===== src/rtl/iors_pkg.sv =====
// Package for the inner/outer restart scheduler: widths, codes, reset values and growth math.
package iors_pkg;

    localparam int CONF_W   = 32;
    localparam int LEVEL_W  = 24;
    localparam int SUM_W    = 40;
    localparam int INIT_W   = 16;
    localparam int FACTOR_W = 16;
    localparam int LIMIT_W  = 17;
    localparam int FRAC_W   = 12;
    localparam int APB_AW   = 4;
    localparam int APB_DW   = 32;

    typedef logic [1:0] t_cmd;
    typedef logic [1:0] t_reg_idx;

    localparam t_cmd CMD_BACKJUMP = 2'd0;
    localparam t_cmd CMD_CHECK    = 2'd1;
    localparam t_cmd CMD_PREPARE  = 2'd2;

    localparam t_reg_idx REG_INITIAL_INTERVAL = 2'd0;
    localparam t_reg_idx REG_GROWTH_FACTOR    = 2'd1;
    localparam t_reg_idx REG_STAGNATION_LIMIT = 2'd2;

    localparam logic [INIT_W-1:0]   RST_INITIAL_INTERVAL = 16'd100;
    localparam logic [FACTOR_W-1:0] RST_GROWTH_FACTOR    = 16'd4506;
    localparam logic [LIMIT_W-1:0]  RST_STAGNATION_LIMIT = 17'd32768;

    // x * factor in Q4.12, saturating at the interval width
    function automatic logic [CONF_W-1:0] grow(input logic [CONF_W-1:0] x,
                                                input logic [FACTOR_W-1:0] factor);
        logic [CONF_W+FACTOR_W-1:0] p;
        p = {{FACTOR_W{1'b0}}, x} * {{CONF_W{1'b0}}, factor};
        if (|p[CONF_W+FACTOR_W-1:CONF_W+FRAC_W]) begin
            return '1;
        end
        return p[CONF_W+FRAC_W-1:FRAC_W];
    endfunction

    function automatic logic [SUM_W-1:0] sat_add_sum(input logic [SUM_W-1:0] a,
                                                     input logic [LEVEL_W-1:0] b);
        logic [SUM_W:0] s;
        s = {1'b0, a} + {{(SUM_W+1-LEVEL_W){1'b0}}, b};
        if (s[SUM_W]) begin
            return '1;
        end
        return s[SUM_W-1:0];
    endfunction

endpackage


===== src/rtl/inner_outer_restart_scheduler_unit.sv =====
// Inner/outer geometric restart scheduler: top level with APB registers and the item pipeline.
//
// Takes one item per clock unless a check item is held behind a stalled result beat. An
// accepted item is evaluated against the scheduler state while it sits in the input
// register. A check item's result is captured from there in the output register, which
// drives the result beat. A check item waits in the input register while a result beat is stalled,
// and the input stalls with it. The cycle time is set by the check path: a 32x16 growth
// multiply, the inner/outer compare and the saturating target add, in parallel with the
// 17x40 stagnation product and compare. Backjump and prepare items give no result beat; a
// command code of 3 is dropped. Register writes take effect on the next prepare or check
// and are to be made while no item is in flight.
module inner_outer_restart_scheduler_unit
    import iors_pkg::*;
(
    input  logic                i_clk,
    input  logic                i_rst_n,

    input  logic                i_in_valid,
    output logic                o_in_stall,
    input  logic [1:0]          i_cmd,
    input  logic [CONF_W-1:0]   i_conflict_count,
    input  logic [LEVEL_W-1:0]  i_decision_level,
    input  logic [LEVEL_W-1:0]  i_jump_target_level,

    output logic                o_out_valid,
    input  logic                i_out_stall,
    output logic                o_do_restart,
    output logic                o_restart_blocked,

    input  logic                psel,
    input  logic                penable,
    input  logic                pwrite,
    input  logic [APB_AW-1:0]   paddr,
    input  logic [APB_DW-1:0]   pwdata,
    output logic [APB_DW-1:0]   prdata,
    output logic                pready
);

    // configuration
    logic [INIT_W-1:0]   r_initial_interval;
    logic [FACTOR_W-1:0] r_growth_factor;
    logic [LIMIT_W-1:0]  r_stagnation_limit;

    // scheduler state
    logic [CONF_W-1:0] r_conflict_target, n_conflict_target;
    logic [CONF_W-1:0] r_inner_interval, n_inner_interval;
    logic [CONF_W-1:0] r_outer_interval, n_outer_interval;
    logic [SUM_W-1:0]  r_distance_sum, n_distance_sum;
    logic [SUM_W-1:0]  r_height_sum, n_height_sum;

    // input register
    logic               r_s1_valid;
    t_cmd               r_s1_cmd;
    logic [CONF_W-1:0]  r_s1_conflict_count;
    logic [LEVEL_W-1:0] r_s1_decision_level;
    logic [LEVEL_W-1:0] r_s1_jump_target_level;

    // output register
    logic r_out_valid;
    logic r_out_do_restart;
    logic r_out_restart_blocked;

    logic apb_wr;
    logic in_accept;
    logic out_free;
    logic s1_is_check;
    logic s1_go;
    logic s1_hit;

    logic [CONF_W-1:0]        inner_grown;
    logic [CONF_W-1:0]        outer_grown;
    logic                     wrap;
    logic [CONF_W-1:0]        inner_next;
    logic [CONF_W-1:0]        outer_next;
    logic [CONF_W:0]          target_sum;
    logic [LEVEL_W-1:0]       distance;
    logic [SUM_W+LIMIT_W-1:0] stag_lhs;
    logic [SUM_W+LIMIT_W-1:0] stag_rhs;
    logic                     blocked;

    // APB register file
    assign pready = 1'b1;
    assign apb_wr = psel && penable && pwrite;

    always_ff @(posedge i_clk) begin
        if (!i_rst_n) begin
            r_initial_interval <= RST_INITIAL_INTERVAL;
            r_growth_factor    <= RST_GROWTH_FACTOR;
            r_stagnation_limit <= RST_STAGNATION_LIMIT;
        end else if (apb_wr) begin
            unique case (t_reg_idx'(paddr[3:2]))
                REG_INITIAL_INTERVAL: r_initial_interval <= pwdata[INIT_W-1:0];
                REG_GROWTH_FACTOR:    r_growth_factor    <= pwdata[FACTOR_W-1:0];
                REG_STAGNATION_LIMIT: r_stagnation_limit <= pwdata[LIMIT_W-1:0];
                default: ;
            endcase
        end
    end

    always_comb begin
        unique case (t_reg_idx'(paddr[3:2]))
            REG_INITIAL_INTERVAL: prdata = {{(APB_DW-INIT_W){1'b0}}, r_initial_interval};
            REG_GROWTH_FACTOR:    prdata = {{(APB_DW-FACTOR_W){1'b0}}, r_growth_factor};
            REG_STAGNATION_LIMIT: prdata = {{(APB_DW-LIMIT_W){1'b0}}, r_stagnation_limit};
            default:              prdata = '0;
        endcase
    end

    // flow control
    assign out_free    = !r_out_valid || !i_out_stall;
    assign s1_is_check = (r_s1_cmd == CMD_CHECK);
    assign s1_go       = r_s1_valid && (!s1_is_check || out_free);
    assign o_in_stall  = r_s1_valid && !s1_go;
    assign in_accept   = i_in_valid && !o_in_stall;

    always_ff @(posedge i_clk) begin
        if (!i_rst_n) begin
            r_s1_valid <= 1'b0;
        end else if (in_accept || s1_go) begin
            r_s1_valid <= in_accept;
        end
    end

    always_ff @(posedge i_clk) begin
        if (in_accept) begin
            r_s1_cmd               <= i_cmd;
            r_s1_conflict_count    <= i_conflict_count;
            r_s1_decision_level    <= i_decision_level;
            r_s1_jump_target_level <= i_jump_target_level;
        end
    end

    // check path
    assign s1_hit      = r_s1_conflict_count >= r_conflict_target;
    assign inner_grown = grow(r_inner_interval, r_growth_factor);
    assign outer_grown = grow(r_outer_interval, r_growth_factor);
    assign wrap        = inner_grown >= r_outer_interval;
    assign inner_next  = wrap ? {{(CONF_W-INIT_W){1'b0}}, r_initial_interval} : inner_grown;
    assign outer_next  = wrap ? outer_grown : r_outer_interval;
    assign target_sum  = {1'b0, r_conflict_target} + {1'b0, inner_next};

    assign stag_lhs = {1'b0, r_distance_sum, {(LIMIT_W-1){1'b0}}};
    assign stag_rhs = {{LIMIT_W{1'b0}}, r_height_sum} * {{SUM_W{1'b0}}, r_stagnation_limit};
    assign blocked  = (r_height_sum != '0) && (stag_lhs > stag_rhs);

    assign distance = (r_s1_decision_level > r_s1_jump_target_level) ?
                      (r_s1_decision_level - r_s1_jump_target_level) : '0;

    always_comb begin
        n_conflict_target = r_conflict_target;
        n_inner_interval  = r_inner_interval;
        n_outer_interval  = r_outer_interval;
        n_distance_sum    = r_distance_sum;
        n_height_sum      = r_height_sum;
        if (s1_go) begin
            case (r_s1_cmd)
                CMD_BACKJUMP: begin
                    n_distance_sum = sat_add_sum(r_distance_sum, distance);
                    n_height_sum   = sat_add_sum(r_height_sum, r_s1_decision_level);
                end
                CMD_CHECK: begin
                    if (s1_hit) begin
                        n_inner_interval  = inner_next;
                        n_outer_interval  = outer_next;
                        n_conflict_target = target_sum[CONF_W] ? '1 : target_sum[CONF_W-1:0];
                        n_distance_sum    = '0;
                        n_height_sum      = '0;
                    end
                end
                CMD_PREPARE: begin
                    n_conflict_target = {{(CONF_W-INIT_W){1'b0}}, r_initial_interval};
                    n_inner_interval  = {{(CONF_W-INIT_W){1'b0}}, r_initial_interval};
                    n_outer_interval  = {{(CONF_W-INIT_W){1'b0}}, r_initial_interval};
                    n_distance_sum    = '0;
                    n_height_sum      = '0;
                end
                default: ;
            endcase
        end
    end

    always_ff @(posedge i_clk) begin
        if (!i_rst_n) begin
            r_conflict_target <= {{(CONF_W-INIT_W){1'b0}}, RST_INITIAL_INTERVAL};
            r_inner_interval  <= {{(CONF_W-INIT_W){1'b0}}, RST_INITIAL_INTERVAL};
            r_outer_interval  <= {{(CONF_W-INIT_W){1'b0}}, RST_INITIAL_INTERVAL};
            r_distance_sum    <= '0;
            r_height_sum      <= '0;
        end else begin
            r_conflict_target <= n_conflict_target;
            r_inner_interval  <= n_inner_interval;
            r_outer_interval  <= n_outer_interval;
            r_distance_sum    <= n_distance_sum;
            r_height_sum      <= n_height_sum;
        end
    end

    // result beat
    always_ff @(posedge i_clk) begin
        if (!i_rst_n) begin
            r_out_valid <= 1'b0;
        end else if (out_free) begin
            r_out_valid <= s1_go && s1_is_check;
        end
    end

    always_ff @(posedge i_clk) begin
        if (out_free && s1_go && s1_is_check) begin
            r_out_do_restart      <= s1_hit && !blocked;
            r_out_restart_blocked <= s1_hit && blocked;
        end
    end

    assign o_out_valid       = r_out_valid;
    assign o_do_restart      = r_out_do_restart;
    assign o_restart_blocked = r_out_restart_blocked;

    // checks
    a_result_exclusive: assert property (@(posedge i_clk) disable iff (!i_rst_n)
        o_out_valid |-> !(o_do_restart && o_restart_blocked))
        else $error("restart and blocked both set");

    a_check_clears_sums: assert property (@(posedge i_clk) disable iff (!i_rst_n)
        (s1_go && s1_is_check && s1_hit) |=> (r_distance_sum == '0 && r_height_sum == '0))
        else $error("sums not cleared after target reached");

    a_prepare_loads: assert property (@(posedge i_clk) disable iff (!i_rst_n)
        (s1_go && r_s1_cmd == CMD_PREPARE) |=>
        (r_inner_interval == r_outer_interval && r_conflict_target == r_inner_interval))
        else $error("prepare did not load intervals");

    a_check_waits: assert property (@(posedge i_clk) disable iff (!i_rst_n)
        (r_s1_valid && s1_is_check && r_out_valid && i_out_stall) |=> r_s1_valid)
        else $error("check item lost while result stalled");

endmodule


===== config.mk =====
export PLATFORM = sky130hd
export DESIGN_NAME = inner_outer_restart_scheduler_unit
export DESIGN_NICKNAME = d
export VERILOG_FILES = /design/src/rtl/iors_pkg.sv /design/src/rtl/inner_outer_restart_scheduler_unit.sv
export SDC_FILE = /design/constraint.sdc
export NUM_CORES = 2
export LEC_CHECK = 0
export ABC_AREA = 1
export BUFFER_PORTS_ARGS = -buffer_cell sky130_fd_sc_hd__buf_4
export CAP_MARGIN = 20
export CORE_ASPECT_RATIO = 0.8
export CORE_MARGIN = 8
export CORE_UTILIZATION = 59
export DETAILED_ROUTE_END_ITERATION = 10
export PLACE_DENSITY = 0.78
export REMOVE_ABC_BUFFERS = 1
export SETUP_SLACK_MARGIN = 0.4
export SLEW_MARGIN = 25
export SYNTH_ARGS = -nofsm -noshare
export SYNTH_HDL_FRONTEND = slang
export SYNTH_SLANG_ARGS = --single-unit

===== constraint.sdc =====
create_clock -name i_clk -period 12.85 [get_ports i_clk]
set_clock_uncertainty 0.05 [all_clocks]
set_input_delay 0.6425 -clock i_clk [delete_from_list [all_inputs] [get_ports i_clk]]
set_output_delay 0.6425 -clock i_clk [all_outputs]
set_load 0.01 [all_outputs]

Word level (Yosys, flattened, before mapping)
Index checks and enable logic that the tools add are counted.
{"block": "op_classes", "n_lt_le_gt_ge": 4, "mux": 30, "add_sub_neg": 4, "n_reduce_logical": 33, "n_eq_ne": 6, "multipliers": 3}
{"cell": "$mux 32", "n": 10}
{"cell": "$pmux 40 s3", "n": 2}
{"cell": "$mux 40", "n": 5}
{"cell": "$pmux 32 s2", "n": 3}
{"cell": "$mul 32x16->48", "n": 2}
{"cell": "$add 40x24->41", "n": 2}
{"cell": "$ge 32x32->1", "n": 2}
{"cell": "$gt 56x57->1", "n": 1}
{"cell": "$mul 40x17->57", "n": 1}
{"cell": "$pmux 17 s3", "n": 1}
{"cell": "$reduce_bool 40->1", "n": 1}
{"cell": "$add 32x32->33", "n": 1}
{"cell": "$gt 24x24->1", "n": 1}
{"cell": "$mux 24", "n": 1}
{"cell": "$sub 24x24->24", "n": 1}
{"cell": "$logic_and 1x1->1", "n": 11}
{"cell": "$mux 1", "n": 8}
{"cell": "$reduce_or 4->1", "n": 2}
{"cell": "$logic_not 1->1", "n": 6}
{"cell": "$reduce_and 2->1", "n": 3}
{"cell": "$reduce_and 3->1", "n": 2}
{"cell": "$eq 2x1->1 const B", "n": 2}
{"cell": "$eq 2x2->1 const B", "n": 2}
{"cell": "$logic_not 2->1", "n": 2}
{"cell": "5 further kinds", "n": 8}
{"block": "totals", "output_inout_bits": 37, "input_bits": 125, "register_bits": 311}

Logic depth before layout (Yosys ltp)
{"block": "depth", "ltp_word": 10, "depth_mapped": 61, "depth_no_buf": 55}

Worst setup path after synthesis
Ideal clock, no wire load.
{"block": "synth_timing", "kind": "register to register", "startpoint": "register r_growth_factor[2]", "endpoint": "register r_conflict_target[28]", "period_less_slack_ns": 9.458, "setup_slack_ns": 3.392, "arrival_ns": 9.280, "n_path_buf": 6, "path_stages_with_launch": 58, "path_cell_list": "dfxtp_1 > clkbuf_1 > clkbuf_1 > nand2_1 > fa_1 > inv_1 > fa_1 > inv_1 > fa_1 > inv_1 > fa_1 > fa_1 > inv_1 > fa_1 > inv_1 > ha_1 > nand2_1 > nor2_1 > [22 not listed] > inv_2 > buf_1 > nand4_1 > and2_1 > ha_1 > a21oi_1 > o21ai_0 > a21oi_1 > o21ai_1 > nand4_1 > nand2_1 > nand2_1 > nand2_1 > inv_2 > buf_2 > o21ai_0 > a22oi_1 > nor2_1"}
{"block": "synth_via", "elab_chain_len": 10}
{"item": "from (decl)", "line_no": "inner_outer_restart_scheduler_unit.sv:41", "rtl": "logic [FACTOR_W-1:0] r_growth_factor;"}
{"item": "from (signal assigned)", "line_no": "inner_outer_restart_scheduler_unit.sv:93", "rtl": "REG_GROWTH_FACTOR: r_growth_factor <= pwdata[FACTOR_W-1:0];"}
{"item": "$mul 32x16->48 *", "line_no": "iors_pkg.sv:33", "rtl": "p = {{FACTOR_W{1'b0}}, x} * {{CONF_W{1'b0}}, factor};"}
{"item": "$reduce_or 4->1", "line_no": "iors_pkg.sv:34", "rtl": "if (|p[CONF_W+FACTOR_W-1:CONF_W+FRAC_W]) begin"}
{"item": "$mux 1", "line_no": "iors_pkg.sv:34"}
{"item": "$mux 32 *", "line_no": "iors_pkg.sv:37", "rtl": "return p[CONF_W+FRAC_W-1:FRAC_W];"}
{"item": "$ge 32x32->1", "line_no": "inner_outer_restart_scheduler_unit.sv:137", "rtl": "assign wrap = inner_grown >= r_outer_interval;"}
{"item": "$mux 32 *", "line_no": "inner_outer_restart_scheduler_unit.sv:138", "rtl": "assign inner_next = wrap ? {{(CONF_W-INIT_W){1'b0}}, r_initial_interval} : inner_grown;"}
{"item": "$add 32x32->33 *", "line_no": "inner_outer_restart_scheduler_unit.sv:140", "rtl": "assign target_sum = {1'b0, r_conflict_target} + {1'b0, inner_next};"}
{"item": "$mux 32 *", "line_no": "inner_outer_restart_scheduler_unit.sv:165", "rtl": "n_conflict_target = target_sum[CONF_W] ? '1 : target_sum[CONF_W-1:0];"}
{"item": "$mux 32 *", "line_no": "inner_outer_restart_scheduler_unit.sv:162", "rtl": "if (s1_hit) begin"}
{"item": "$pmux 32 s2 *", "line_no": "inner_outer_restart_scheduler_unit.sv:156", "rtl": "case (r_s1_cmd)"}
{"item": "to (signal assigned)", "line_no": "inner_outer_restart_scheduler_unit.sv:184", "rtl": "r_conflict_target <= {{(CONF_W-INIT_W){1'b0}}, RST_INITIAL_INTERVAL};"}
{"item": "to (signal assigned)", "line_no": "inner_outer_restart_scheduler_unit.sv:190", "rtl": "r_conflict_target <= n_conflict_target;"}
{"item": "to (decl)", "line_no": "inner_outer_restart_scheduler_unit.sv:45", "rtl": "logic [CONF_W-1:0] r_conflict_target, n_conflict_target;"}
Every way passes the cells marked *; elsewhere a longest branch is shown, timed or not. The select of a mux whose other input is x is not followed.
A chain may end at the register's enable or synchronous reset.

Worst setup path after layout
{"block": "layout_timing", "startpoint": "register r_growth_factor[7]", "endpoint": "register r_conflict_target[13]"}
The elaborated chain is that of the path after synthesis.

==> metrics.txt <==
DP Wirelength=204000 um; synth top area cells=fa_1 37%, nand2_1 14%, inv_1 12%, ha_1 9.4%, dfxtp_1 5.9%; Mean Syn Cell Area=7.42 um2; Resize count post-CTS=0; root buf cell=clkbuf_16; Syn-to-layout area delta=5.16%; Seq/Total Area, Yosys=a little under a tenth; vias in the first global route=71.6k; vias=68.2k; pre-CTS setup slack=1410 ps; TritonCTS clock tree=done; Synth Instances=between 10k and 15k; top sig layer=met5; Reg clk slew, reported paths=about 60 ps; met3 WL post-DR=33300 um; Crit path top cell by count=nand2_1; routed wire length=253000 um; I/O Buffers=128; Synth area leader=fa_1; Crit path required time=~13000 ps; setup violators final=0; Syn Std Cell Area=between 70000 and 80000 um2; Relative slew margins=18.5%; maximum VDD drop=0.000356 V; initial core utilization=59.5%; Arrival @ worst endpoint=approximately 12000 ps; CTS Sinks=311; H-tree Lvls=2; initial antenna violation count=6; LEAKAGE=0.0408 uW; Worst-Skew Late Latency=~640 ps; die width=420 um; Final Hold Violating Endpoints=0; CTS max path bufs=3; hold_buf cts=0; nets@finish=about 12k; fin crit share=90.2%; RSZ-0062 raised after global routing=false; worst setup path class=reg2reg; DRT iter0 DRCs=roughly 7.1k; min-delay src=i_conflict_count[19]; GPL Wtd Cong=1.03; via/cell ratio=5.68; max_cap viols=0; endpoint class of the critical path=flop; Die Y=339 um; reg2reg setup slack=between 1000 and 1500 ps; largest net degree at the start of global routing=81; Setup TNS Final=0 ps; fin crit period=~12000 ps; crit start category=flop; Post-CTS Setup Inserts=0; Main synth FF type=dfxtp_1; first-pass GRT wire length=398000 um; critical path peak fanout=23; Post-synth EDFFs=84; CTS buffer count=slightly above 40; CP peak stage delay=850 ps; Met2 Wirelength=106000 um; DR pass1 iterations=6; reg2reg start=r_growth_factor[7]$_SDFFE_PN1P_; Synth async-reset ratio=0%; status=finished clean; yosys warns=0; Least-Margin Pin Slew=1220 ps; synthesized flop and latch total=311; Yosys cell types=between 60 and 70; Slew Limit Fails=0; drc violations=0; Overall Global Routing Usage=35.7%; Post-DRT Antenna Nets=0; # rows=118; Core Region=~130000 um2; HP Class=in2reg; Worst Setup Slack, final=about 1300 ps; Crit-path slowest cell=dfxtp_2; layout cell share with drive strength beyond 1=4.97%; Die Area=~140000 um2; DRT met1 WL=103000 um; Fillers=11.6k; Fmax achieved=86.3 MHz; drt wl/cell=between 20 and 25 um; proportion of netlist area held by the largest area contributor=36.6%; Crit. Startpoint=r_growth_factor[7]$_SDFFE_PN1P_; Congestion Overflow GR=0; io pins=162; pwr dens=129 nW/um2
[per-stage QoR]
step | utilization, % | instance area, um2 | total power (uW) | hold WS (ps) | instances
detailed placement | 61.4 | 79400 | 8930 | 428 | 11900
floorplan | - | 74800 | 6140 | 413 | 9862
finish | 62.5 | 80900 | 10400 | 136 | 12000
CTS | 62.5 | 80800 | 10200 | 101 | 12000
global route | 62.5 | 80900 | 11400 | 118 | 12000
global placement | 61.4 | 79400 | 8840 | 421 | 11900
[cells by family after synthesis]
kind of cell / share of synthesized area (%)
flip-flops: 9.19
other: 0.00976
XOR/XNOR: 2.24
adder cells (fa/ha/maj): 46.0
AO/OA/AOI/OAI: 7.78
AND/OR/NAND/NOR: 20.1
buffers and inverters: 14.7
[cells in the final DEF, fill, tap and decap left out, types with 16 or more instances in the layout]
cell type / instances
o21ai_0: 236
nand2_2: 19
inv_1: 2417
inv_2: 20
nand2_1: 2869
buf_4: 311
edfxtp_1: 84
nand4_1: 72
o21ai_1: 65
xnor2_1: 95
nor3_1: 61
conb_1: 16
dfxtp_2: 21
clkbuf_16: 45
dfxtp_1: 204
o21a_1: 19
o21bai_1: 39
a31oi_1: 43
a22oi_1: 21
xor2_1: 102
nor2_1: 486
o211ai_1: 32
a21o_1: 38
fa_1: 1407
nand3_1: 200
nor4_1: 38
a21oi_1: 546
ha_1: 576
[synth_stat cells (all sizes together) (95+ instances only)]
cell type / count
nand2: 2893
inv: 2437
fa: 1407
ha: 576
a21oi: 546
nor2: 508
clkbuf: 366
o21ai: 305
dfxtp: 227
nand3: 213
buf: 151
xor2: 102
xnor2: 95
[sequential cells by signal, summed over array words and instances (netlist names), 2 cells and up]
| signal | cells |
|---|---|
| r_outer_interval | 32 |
| r_inner_interval | 32 |
| r_s1_cmd | 2 |
| r_s1_jump_target_level | 24 |
| r_distance_sum | 40 |
| r_s1_decision_level | 24 |
| r_growth_factor | 16 |
| r_conflict_target | 32 |
| r_height_sum | 40 |
| r_stagnation_limit | 17 |
| r_initial_interval | 16 |
| r_s1_conflict_count | 32 |
[final timing paths]
check	end	cells past startpoint
worst max-delay path	r_conflict_target[13]$_SDFFE_PN0P_	54
worst min-delay path	r_s1_conflict_count[19]$_DFFE_PP_	1
worst max register to register	r_conflict_target[13]$_SDFFE_PN0P_	54
worst min register to register	r_stagnation_limit[15]$_SDFFE_PN1P_	2
[routing by layer]
layer  vias to the layer above  global-route usage [%]
met2                      3865                    52.8
met5                         -                       0
met3                       651                    10.4
met4                         8                    12.1
li1                      30500                       -
met1                     33200                    50.2
[where the power goes]
part / internal [uW] / switching [uW] / total (uW)
registers: 1060 / 164 / 1230
logic: 2810 / 5160 / 7970
clock network: 716 / 534 / 1250
total: 4590 / 5860 / 10400
[final cells by class]
type	instances	area (um2)	share of cell area, %
multi-input cells	7110	58600	72.5
flip-flops and latches	311	7100	8.78
inverters	2441	9170	11.3
clock buffers	52	1180	1.46
well taps	1740	2180	2.69
repair buffers	315	2410	2.97
clock inverters	24	220	0.272
diodes	5	12.5	0.0155
[critical path: cells and delay by family (launching register included)]
| kind | cells | cell delay (ps) |
|---|---|---|
| flops | 1 | 850 |
| fa+ha+maj | 9 | 4080 |
| buf+inv | 13 | 2050 |
| simple gates | 22 | 2630 |
| compound gates | 10 | 1800 |
No activity file was read; power rests on OpenSTA's default activity.
